==> config.mk <==
export PLATFORM = sky130hd
export DESIGN_NAME = graph_traversal_order_top
export DESIGN_NICKNAME = d
export VERILOG_FILES = /design/src/design/gto_pkg.sv /design/src/design/gto_front.sv /design/src/design/gto_queue.sv /design/src/design/gto_back.sv /design/src/design/graph_traversal_order_top.sv
export SDC_FILE = /design/constraint.sdc
export NUM_CORES = 2
export LEC_CHECK = 0
export BUFFER_PORTS_ARGS = -buffer_cell sky130_fd_sc_hd__buf_2
export CORE_MARGIN = 2
export CORE_UTILIZATION = 35
export DETAILED_ROUTE_END_ITERATION = 8
export PLACE_DENSITY = 0.55
export SYNTH_ARGS = -nofsm -noshare
export SYNTH_HDL_FRONTEND = slang
export SYNTH_HIERARCHICAL = 1
export SYNTH_SLANG_ARGS = --single-unit
==> constraint.sdc <==
create_clock -name clock -period 7.69 [get_ports clock]
set_clock_uncertainty 0.2 [all_clocks]
set_input_delay 1.1535 -clock clock [delete_from_list [all_inputs] [get_ports clock]]
set_output_delay 1.1535 -clock clock [all_outputs]
set_load 0.01 [all_outputs]
==> src/design/gto_pkg.sv <==
`timescale 1ns / 1ps
package gto_pkg;

   localparam int MAX_VERTICES_DEF = 32;
   localparam int QUEUE_DEPTH      = 4;

   localparam int FIELD_VERTEX_W = 6;
   localparam int FIELD_ROW_W    = 32;
   localparam int CSR_INDEX_W    = 2;
   localparam int CSR_DATA_W     = 6;

   localparam logic [CSR_INDEX_W-1:0] CSR_VERTEX_COUNT = 2'd0;
   localparam logic [CSR_INDEX_W-1:0] CSR_SEARCH_MODE  = 2'd1;

   localparam logic [FIELD_VERTEX_W-1:0] VERTEX_COUNT_RESET = 6'd32;

   localparam logic FUNC_LOAD  = 1'b0;
   localparam logic FUNC_START = 1'b1;

   localparam logic MODE_BREADTH = 1'b0;
   localparam logic MODE_STACK   = 1'b1;

   typedef enum logic [1:0] {
      KIND_LOAD  = 2'd0,
      KIND_START = 2'd1,
      KIND_BAD   = 2'd2
   } kind_type;

   typedef struct packed {
      kind_type                  kind;
      logic [FIELD_VERTEX_W-1:0] row_index;
      logic [FIELD_ROW_W-1:0]    row_bits;
      logic [FIELD_VERTEX_W-1:0] source;
   } entry_type;

   typedef struct packed {
      logic [FIELD_VERTEX_W-1:0] vertex_count;
      logic                      search_mode;
   } cfg_type;

endpackage

==> src/design/gto_front.sv <==
`timescale 1ns / 1ps
module gto_front #(
   parameter int MAX_VERTICES = gto_pkg::MAX_VERTICES_DEF
) (
   input  logic                                clock,
   input  logic                                reset,
   input  logic                                start,
   output logic                                busy,
   input  logic                                req_func,
   input  logic [gto_pkg::FIELD_VERTEX_W-1:0]  req_row_index,
   input  logic [gto_pkg::FIELD_ROW_W-1:0]     req_row_bits,
   input  logic [gto_pkg::FIELD_VERTEX_W-1:0]  req_source,
   input  logic                                csr_valid,
   output logic                                csr_ready,
   input  logic [gto_pkg::CSR_INDEX_W-1:0]     csr_index,
   input  logic [gto_pkg::CSR_DATA_W-1:0]      csr_wdata,
   input  logic                                q_full,
   output logic                                q_push,
   output gto_pkg::entry_type                  q_entry,
   output gto_pkg::cfg_type                    cfg
);

   localparam int VW = $clog2(MAX_VERTICES + 1);

   logic [gto_pkg::FIELD_VERTEX_W-1:0] vertex_count_ff, vertex_count_in;
   logic                               search_mode_ff, search_mode_in;
   logic [VW-1:0]                      n_eff;
   logic                               accept;
   logic                               row_ok;
   logic                               src_ok;

   always_comb begin
      vertex_count_in = vertex_count_ff;
      search_mode_in  = search_mode_ff;
      if (csr_valid) begin
         unique case (csr_index)
            gto_pkg::CSR_VERTEX_COUNT: vertex_count_in = csr_wdata;
            gto_pkg::CSR_SEARCH_MODE:  search_mode_in  = csr_wdata[0];
            default: ;
         endcase
      end
   end

   always_ff @(posedge clock) begin
      if (reset) begin
         vertex_count_ff <= gto_pkg::VERTEX_COUNT_RESET;
         search_mode_ff  <= gto_pkg::MODE_BREADTH;
      end else begin
         vertex_count_ff <= vertex_count_in;
         search_mode_ff  <= search_mode_in;
      end
   end

   assign csr_ready = 1'b1;
   assign cfg.vertex_count = vertex_count_ff;
   assign cfg.search_mode  = search_mode_ff;

   // vertex count clamped to the store size
   assign n_eff = (7'(vertex_count_ff) > 7'(MAX_VERTICES)) ? VW'(MAX_VERTICES)
                                                            : VW'(vertex_count_ff);

   assign row_ok = (req_row_index != '0) && (7'(req_row_index) <= 7'(MAX_VERTICES));
   assign src_ok = (req_source != '0) && (7'(req_source) <= 7'(n_eff));

   assign busy   = q_full;
   assign accept = start && !busy;

   always_comb begin
      q_entry.row_index = req_row_index;
      q_entry.row_bits  = req_row_bits;
      q_entry.source    = req_source;
      if (req_func == gto_pkg::FUNC_LOAD) begin
         q_entry.kind = gto_pkg::KIND_LOAD;
         q_push       = accept && row_ok;
      end else begin
         q_entry.kind = src_ok ? gto_pkg::KIND_START : gto_pkg::KIND_BAD;
         q_push       = accept;
      end
   end

endmodule

==> src/design/gto_queue.sv <==
`timescale 1ns / 1ps
module gto_queue (
   input  logic               clock,
   input  logic               reset,
   input  logic               push,
   input  gto_pkg::entry_type push_entry,
   output logic               full,
   input  logic               pop,
   output logic               head_valid,
   output gto_pkg::entry_type head_entry
);

   localparam int DEPTH = gto_pkg::QUEUE_DEPTH;
   localparam int PW    = $clog2(DEPTH);

   gto_pkg::entry_type slot_ff [DEPTH];
   logic [PW-1:0]      wr_ptr_ff, wr_ptr_in;
   logic [PW-1:0]      rd_ptr_ff, rd_ptr_in;
   logic [PW:0]        count_ff, count_in;
   logic               do_push;
   logic               do_pop;

   assign full       = (count_ff == (PW + 1)'(DEPTH));
   assign head_valid = (count_ff != '0);
   assign head_entry = slot_ff[rd_ptr_ff];
   assign do_push    = push && !full;
   assign do_pop     = pop && head_valid;

   always_comb begin
      wr_ptr_in = do_push ? wr_ptr_ff + 1'b1 : wr_ptr_ff;
      rd_ptr_in = do_pop  ? rd_ptr_ff + 1'b1 : rd_ptr_ff;
      count_in  = count_ff;
      if (do_push && !do_pop) begin
         count_in = count_ff + 1'b1;
      end else if (do_pop && !do_push) begin
         count_in = count_ff - 1'b1;
      end
   end

   always_ff @(posedge clock) begin
      if (reset) begin
         wr_ptr_ff <= '0;
         rd_ptr_ff <= '0;
         count_ff  <= '0;
      end else begin
         wr_ptr_ff <= wr_ptr_in;
         rd_ptr_ff <= rd_ptr_in;
         count_ff  <= count_in;
      end
   end

   always_ff @(posedge clock) begin
      if (do_push) begin
         slot_ff[wr_ptr_ff] <= push_entry;
      end
   end

endmodule

==> src/design/gto_back.sv <==
`timescale 1ns / 1ps
module gto_back #(
   parameter int MAX_VERTICES = gto_pkg::MAX_VERTICES_DEF
) (
   input  logic                               clock,
   input  logic                               reset,
   input  gto_pkg::cfg_type                   cfg,
   input  logic                               q_valid,
   input  gto_pkg::entry_type                 q_entry,
   output logic                               q_pop,
   output logic                               rsp_valid,
   output logic [gto_pkg::FIELD_VERTEX_W-1:0] rsp_vertex,
   output logic                               rsp_last,
   output logic                               rsp_bad_source
);

   localparam int VW = $clog2(MAX_VERTICES + 1);
   localparam int AW = $clog2(MAX_VERTICES);

   typedef enum logic [5:0] {
      ST_IDLE  = 6'b000001,
      ST_SEED  = 6'b000010,
      ST_POP   = 6'b000100,
      ST_FETCH = 6'b001000,
      ST_ROW   = 6'b010000,
      ST_SCAN  = 6'b100000
   } state_type;

   function automatic logic [AW-1:0] low_index(input logic [MAX_VERTICES-1:0] x);
      logic [MAX_VERTICES-1:0] one_hot;
      logic [AW-1:0]           idx;
      one_hot = x & (~x + 1'b1);
      idx     = '0;
      for (int i = 0; i < MAX_VERTICES; i++) begin
         if (one_hot[i]) begin
            idx = idx | AW'(i);
         end
      end
      return idx;
   endfunction

   state_type               state_ff, state_in;
   logic [MAX_VERTICES-1:0] visited_ff, visited_in;
   logic [MAX_VERTICES-1:0] cand_ff, cand_in;
   logic [VW-1:0]           rp_ff, rp_in;
   logic [VW-1:0]           wp_ff, wp_in;
   logic [VW-1:0]           seed_ff, seed_in;
   logic [VW-1:0]           cnt_ff, cnt_in;
   logic                    rsp_valid_ff, rsp_valid_in;
   logic [gto_pkg::FIELD_VERTEX_W-1:0] rsp_vertex_ff, rsp_vertex_in;
   logic                    rsp_last_ff, rsp_last_in;
   logic                    rsp_bad_ff, rsp_bad_in;

   logic [MAX_VERTICES-1:0] adj_mem [MAX_VERTICES];
   logic [MAX_VERTICES-1:0] adj_valid_ff;
   logic [MAX_VERTICES-1:0] adj_rd_ff;
   logic                    adj_rd_valid_ff;
   logic                    adj_we, adj_re;
   logic [AW-1:0]           adj_wa, adj_ra;

   logic [VW-1:0]           pend_mem [MAX_VERTICES];
   logic [VW-1:0]           pend_rd_ff;
   logic                    pend_we, pend_re;
   logic [AW-1:0]           pend_wa, pend_ra;
   logic [VW-1:0]           pend_wd;

   logic [VW-1:0]           n_eff;
   logic [MAX_VERTICES-1:0] n_mask;
   logic [MAX_VERTICES-1:0] unvisited;
   logic [MAX_VERTICES-1:0] cand_low;

   assign n_eff = (7'(cfg.vertex_count) > 7'(MAX_VERTICES)) ? VW'(MAX_VERTICES)
                                                             : VW'(cfg.vertex_count);

   always_comb begin
      for (int i = 0; i < MAX_VERTICES; i++) begin
         n_mask[i] = (i < int'(n_eff));
      end
   end

   assign unvisited = ~visited_ff & n_mask;
   assign cand_low  = cand_ff & (~cand_ff + 1'b1);

   always_comb begin
      state_in      = state_ff;
      visited_in    = visited_ff;
      cand_in       = cand_ff;
      rp_in         = rp_ff;
      wp_in         = wp_ff;
      seed_in       = seed_ff;
      cnt_in        = cnt_ff;
      rsp_valid_in  = 1'b0;
      rsp_vertex_in = rsp_vertex_ff;
      rsp_last_in   = rsp_last_ff;
      rsp_bad_in    = rsp_bad_ff;
      q_pop         = 1'b0;
      adj_we        = 1'b0;
      adj_wa        = AW'(q_entry.row_index - 1'b1);
      adj_re        = 1'b0;
      adj_ra        = AW'(pend_rd_ff - 1'b1);
      pend_we       = 1'b0;
      pend_wa       = AW'(wp_ff);
      pend_wd       = VW'(low_index(cand_ff)) + VW'(1);
      pend_re       = 1'b0;
      pend_ra       = AW'(rp_ff);

      unique case (state_ff)
         ST_IDLE: begin
            if (q_valid) begin
               q_pop = 1'b1;
               unique case (q_entry.kind)
                  gto_pkg::KIND_LOAD: begin
                     adj_we = 1'b1;
                  end
                  gto_pkg::KIND_START: begin
                     visited_in = '0;
                     cnt_in     = '0;
                     seed_in    = VW'(q_entry.source);
                     state_in   = ST_SEED;
                  end
                  default: begin
                     rsp_valid_in  = 1'b1;
                     rsp_vertex_in = '0;
                     rsp_last_in   = 1'b1;
                     rsp_bad_in    = 1'b1;
                  end
               endcase
            end
         end
         ST_SEED: begin
            visited_in = visited_ff | (MAX_VERTICES'(1) << (seed_ff - 1'b1));
            pend_we    = 1'b1;
            pend_wa    = '0;
            pend_wd    = seed_ff;
            rp_in      = '0;
            wp_in      = VW'(1);
            state_in   = ST_POP;
         end
         ST_POP: begin
            pend_re = 1'b1;
            if (cfg.search_mode == gto_pkg::MODE_STACK) begin
               pend_ra = AW'(wp_ff - 1'b1);
               wp_in   = wp_ff - 1'b1;
            end else begin
               pend_ra = AW'(rp_ff);
               rp_in   = rp_ff + 1'b1;
            end
            state_in = ST_FETCH;
         end
         ST_FETCH: begin
            rsp_valid_in  = 1'b1;
            rsp_vertex_in = gto_pkg::FIELD_VERTEX_W'(pend_rd_ff);
            rsp_last_in   = (cnt_ff == n_eff - 1'b1);
            rsp_bad_in    = 1'b0;
            cnt_in        = cnt_ff + 1'b1;
            adj_re        = 1'b1;
            state_in      = ST_ROW;
         end
         ST_ROW: begin
            cand_in  = (adj_rd_valid_ff ? adj_rd_ff : '0) & ~visited_ff & n_mask;
            state_in = ST_SCAN;
         end
         ST_SCAN: begin
            if (cand_ff != '0) begin
               visited_in = visited_ff | cand_low;
               cand_in    = cand_ff & ~cand_low;
               pend_we    = 1'b1;
               wp_in      = wp_ff + 1'b1;
            end else if (rp_ff < wp_ff) begin
               state_in = ST_POP;
            end else if (unvisited != '0) begin
               seed_in  = VW'(low_index(unvisited)) + VW'(1);
               state_in = ST_SEED;
            end else begin
               state_in = ST_IDLE;
            end
         end
         default: state_in = ST_IDLE;
      endcase
   end

   always_ff @(posedge clock) begin
      if (reset) begin
         state_ff     <= ST_IDLE;
         rsp_valid_ff <= 1'b0;
         adj_valid_ff <= '0;
      end else begin
         state_ff     <= state_in;
         rsp_valid_ff <= rsp_valid_in;
         if (adj_we) begin
            adj_valid_ff[adj_wa] <= 1'b1;
         end
      end
   end

   always_ff @(posedge clock) begin
      visited_ff    <= visited_in;
      cand_ff       <= cand_in;
      rp_ff         <= rp_in;
      wp_ff         <= wp_in;
      seed_ff       <= seed_in;
      cnt_ff        <= cnt_in;
      rsp_vertex_ff <= rsp_vertex_in;
      rsp_last_ff   <= rsp_last_in;
      rsp_bad_ff    <= rsp_bad_in;
   end

   // adjacency rows, invalid rows read as zero
   always_ff @(posedge clock) begin
      if (adj_we) begin
         adj_mem[adj_wa] <= MAX_VERTICES'(q_entry.row_bits);
      end
      if (adj_re) begin
         adj_rd_ff       <= adj_mem[adj_ra];
         adj_rd_valid_ff <= adj_valid_ff[adj_ra];
      end
   end

   // pending vertices: queue or stack depending on mode
   always_ff @(posedge clock) begin
      if (pend_we) begin
         pend_mem[pend_wa] <= pend_wd;
      end
      if (pend_re) begin
         pend_rd_ff <= pend_mem[pend_ra];
      end
   end

   assign rsp_valid      = rsp_valid_ff;
   assign rsp_vertex     = rsp_vertex_ff;
   assign rsp_last       = rsp_last_ff;
   assign rsp_bad_source = rsp_bad_ff;

endmodule

==> src/design/graph_traversal_order_top.sv <==
`timescale 1ns / 1ps
// Breadth-first or stack-order traversal over an adjacency matrix held on chip.
// A load transfer (req_func 0) writes one row; a start transfer (req_func 1) emits
// all n vertices in visit order, n being vertex_count clamped to MAX_VERTICES. Each
// vertex takes a pending-store read, an adjacency-memory read and the scan set-up,
// and each newly found neighbour takes its own scan step. Each result is shown for
// exactly one cycle with rsp_valid high and cannot be stalled; rsp_last marks the
// final vertex. A bad source gives one result with vertex 0, rsp_last and
// rsp_bad_source high. Transfers are queued up to four deep ahead of the back end;
// busy is high while that queue is full. No clearing pass follows reset.
// Write csr_ registers only while the block is idle.
module graph_traversal_order_top #(
   parameter int MAX_VERTICES = gto_pkg::MAX_VERTICES_DEF
) (
   input  logic                                clock,
   input  logic                                reset,
   input  logic                                start,
   output logic                                busy,
   input  logic                                req_func,
   input  logic [gto_pkg::FIELD_VERTEX_W-1:0]  req_row_index,
   input  logic [gto_pkg::FIELD_ROW_W-1:0]     req_row_bits,
   input  logic [gto_pkg::FIELD_VERTEX_W-1:0]  req_source,
   output logic                                rsp_valid,
   output logic [gto_pkg::FIELD_VERTEX_W-1:0]  rsp_vertex,
   output logic                                rsp_last,
   output logic                                rsp_bad_source,
   input  logic                                csr_valid,
   output logic                                csr_ready,
   input  logic [gto_pkg::CSR_INDEX_W-1:0]     csr_index,
   input  logic [gto_pkg::CSR_DATA_W-1:0]      csr_wdata
);

   logic               q_full;
   logic               q_push;
   logic               q_pop;
   logic               q_valid;
   gto_pkg::entry_type q_in_entry;
   gto_pkg::entry_type q_head_entry;
   gto_pkg::cfg_type   cfg;

   gto_front #(.MAX_VERTICES(MAX_VERTICES)) u_front (
      .clock         (clock),
      .reset         (reset),
      .start         (start),
      .busy          (busy),
      .req_func      (req_func),
      .req_row_index (req_row_index),
      .req_row_bits  (req_row_bits),
      .req_source    (req_source),
      .csr_valid     (csr_valid),
      .csr_ready     (csr_ready),
      .csr_index     (csr_index),
      .csr_wdata     (csr_wdata),
      .q_full        (q_full),
      .q_push        (q_push),
      .q_entry       (q_in_entry),
      .cfg           (cfg)
   );

   gto_queue u_queue (
      .clock      (clock),
      .reset      (reset),
      .push       (q_push),
      .push_entry (q_in_entry),
      .full       (q_full),
      .pop        (q_pop),
      .head_valid (q_valid),
      .head_entry (q_head_entry)
   );

   gto_back #(.MAX_VERTICES(MAX_VERTICES)) u_back (
      .clock          (clock),
      .reset          (reset),
      .cfg            (cfg),
      .q_valid        (q_valid),
      .q_entry        (q_head_entry),
      .q_pop          (q_pop),
      .rsp_valid      (rsp_valid),
      .rsp_vertex     (rsp_vertex),
      .rsp_last       (rsp_last),
      .rsp_bad_source (rsp_bad_source)
   );

endmodule

==> results.yml <==
floorplan:
  core_area_um2: 181000
  dieArea_um2: 186000
  ios: 68
  num_rows: 156
  die_y_um: 432
  initial_core_util: 0.353
  die_w_um: 432
clock_tree:
  h-tree-depth: 4
  cts_tree: "built"
  cts-resized-gates: 0
  cts_buffer_depth: 3
  clock_sinks: 1586
  clkLatencyLatePin_ns: 0.80
  cts_setup_buffers: 0
  numCtsBuffers: 163
  path_clk_slew_ns: 0.06
  cts-root-buf: "clkbuf_16"
  hold_buffers: 0
global_routing:
  grt_overflow: 0
  use_met2: 0.276
  antenna_found_initial: 11
  use_met3: 0.0273
  grt_pass1_wl_um: 229000
  grt_pass1_vias: 32049
  grt_busiest_layer: "met2"
  met1_usage: 0.236
  gr-usage-all-layers: 0.168
  grt_max_degree: 113
sta:
  max_freq_ghz: 0.190
  tns_ns: 0
  worst_slew_pin_slew_ns: 1.32
  timing.final.crit_share: 0.683
  setup_viol: 0
  relSlewSlack: 0.123
  min_period_ns: 5.25
  grt_setup_unrepaired: "false"
  holdWs_ns: 0.268
  finalMaxSlewViolations: 0
  hold_viol: 0
critical_path:
  ff2ff_path_depth: 8
  cp.arrival_ns: 5.50
  crit_start: "u_back/state_ff[1]"
  worstPathMaxFanout: 22
  setup.worst_path.end_class: "flop"
  rrSetupSlack_ns: 2.44
  required_ns: 7.93
  cp-start-kind: "flop"
  r2r-start: "u_back/state_ff[1]"
  critPathKind: "reg2reg"
synthesis:
  synthesis.nets: 3322
  ys_warn_count: 6
  syn_area_per_cell_um2: 19.8
  syn_area_um2: 64000
  syn_inst: 3238
routing:
  drt_iter0_markers: 3166
  drt-total-wl_um: 157000
  vias: 31728
  drcViolationCount: 0
  ant_nets: 0
  first_pass_iters: 6
  viasPerCell: 5.42
  drt-wirelength-per-cell_um: 26.8
layout:
  design_area_um2: 72600
  layout_commonest_cell: "edfxtp_1"
  final_util: 0.400
  nets: 3425
  drive_gt1_frac: 0.268
  layout_common_cells: "edfxtp_1 (1531), mux4_2 (418), nor2_1 (178), clkbuf_16 (169), nand2_1 (100)"
  areaGrowthSynthToFinish_pct: 13.3
outcome:
  outcome: "completed"
job:
  max_cap_viol_count: 0
pwr:
  power_uw: 20500
  ir_drop_mv: 0.236
  p_per_area_nw_per_um2: 282
  p_leak_uw: 0.0224
placement:
  gp_congestion: 0.871
  place_area_um2: 67300
  dpl.hpwl_um: 95200
  numPortBuffers: 66
hold_path:
  hold_start: "u_back/adj_valid_ff[0]"
  hold_path_depth: 2
  hold_class: "reg2reg"
==> flip-flops by register name (all words and copies together), names as in the netlist, 32 cells and up, named ones only <==
| register | flops |
|---|---|
| u_back/adj_mem | 1024 |
| u_back/pend_mem | 192 |
| u_queue/slot_ff | 180 |
| u_back/adj_rd_ff | 32 |
| u_back/adj_valid_ff | 32 |
| u_back/cand_ff | 32 |
| u_back/visited_ff | 32 |
==> layout make-up <==
cell class | count | area (um^2)
inverters | 36 | 135
well taps | 2370 | 2970
fillers | 16000 | 109000
repair buffers | 137 | 976
multi-input cells | 1417 | 16100
clock buffers | 209 | 4400
diodes | 2 | 5.00
clock inverters | 96 | 868
flip-flops and latches | 1586 | 47100
==> routing by layer <==
layer	up-vias	share of wire
li1	13548	-
met1	17042	0.44
met2	923	0.49
met3	213	0.049
met4	2	0.020
met5	-	0.000064
==> critical path, stage by stage (launching register included) <==
cell and delay, ns:
dfxtp_1 0.34, nor4_1 0.45, nand2_1 0.15, nor2_1 0.45, nand2_1 0.24, nor3_1 0.70
nand3b_1 0.79, nor2_4 1.11, buf_4 0.41
==> where the power goes <==
| part | total [uW] | leakage [uW] | switching (uW) | internal, uW |
|---|---|---|---|---|
| Sequential | 10600 | 0.0143 | 187 | 10400 |
| Combinational | 2130 | 0.00553 | 1630 | 506 |
| Clock | 7740 | 0.00256 | 3330 | 4410 |
==> path summary, 6_finish.rpt <==
path,endpoint
max,u_back/adj_mem[21][27]
min,u_back/adj_valid_ff[0]
min reg2reg,u_back/adj_valid_ff[0]
max reg2reg,u_back/adj_mem[21][27]
==> stage by stage <==
step,setup WS (ns),instances
after floorplan,2.25,3238
after global placement,2.55,5546
after detailed placement,2.41,5546
after CTS,2.34,5851
after global routing,2.18,5852
final,2.44,5853
No activity file was read; power rests on OpenSTA's default activity.
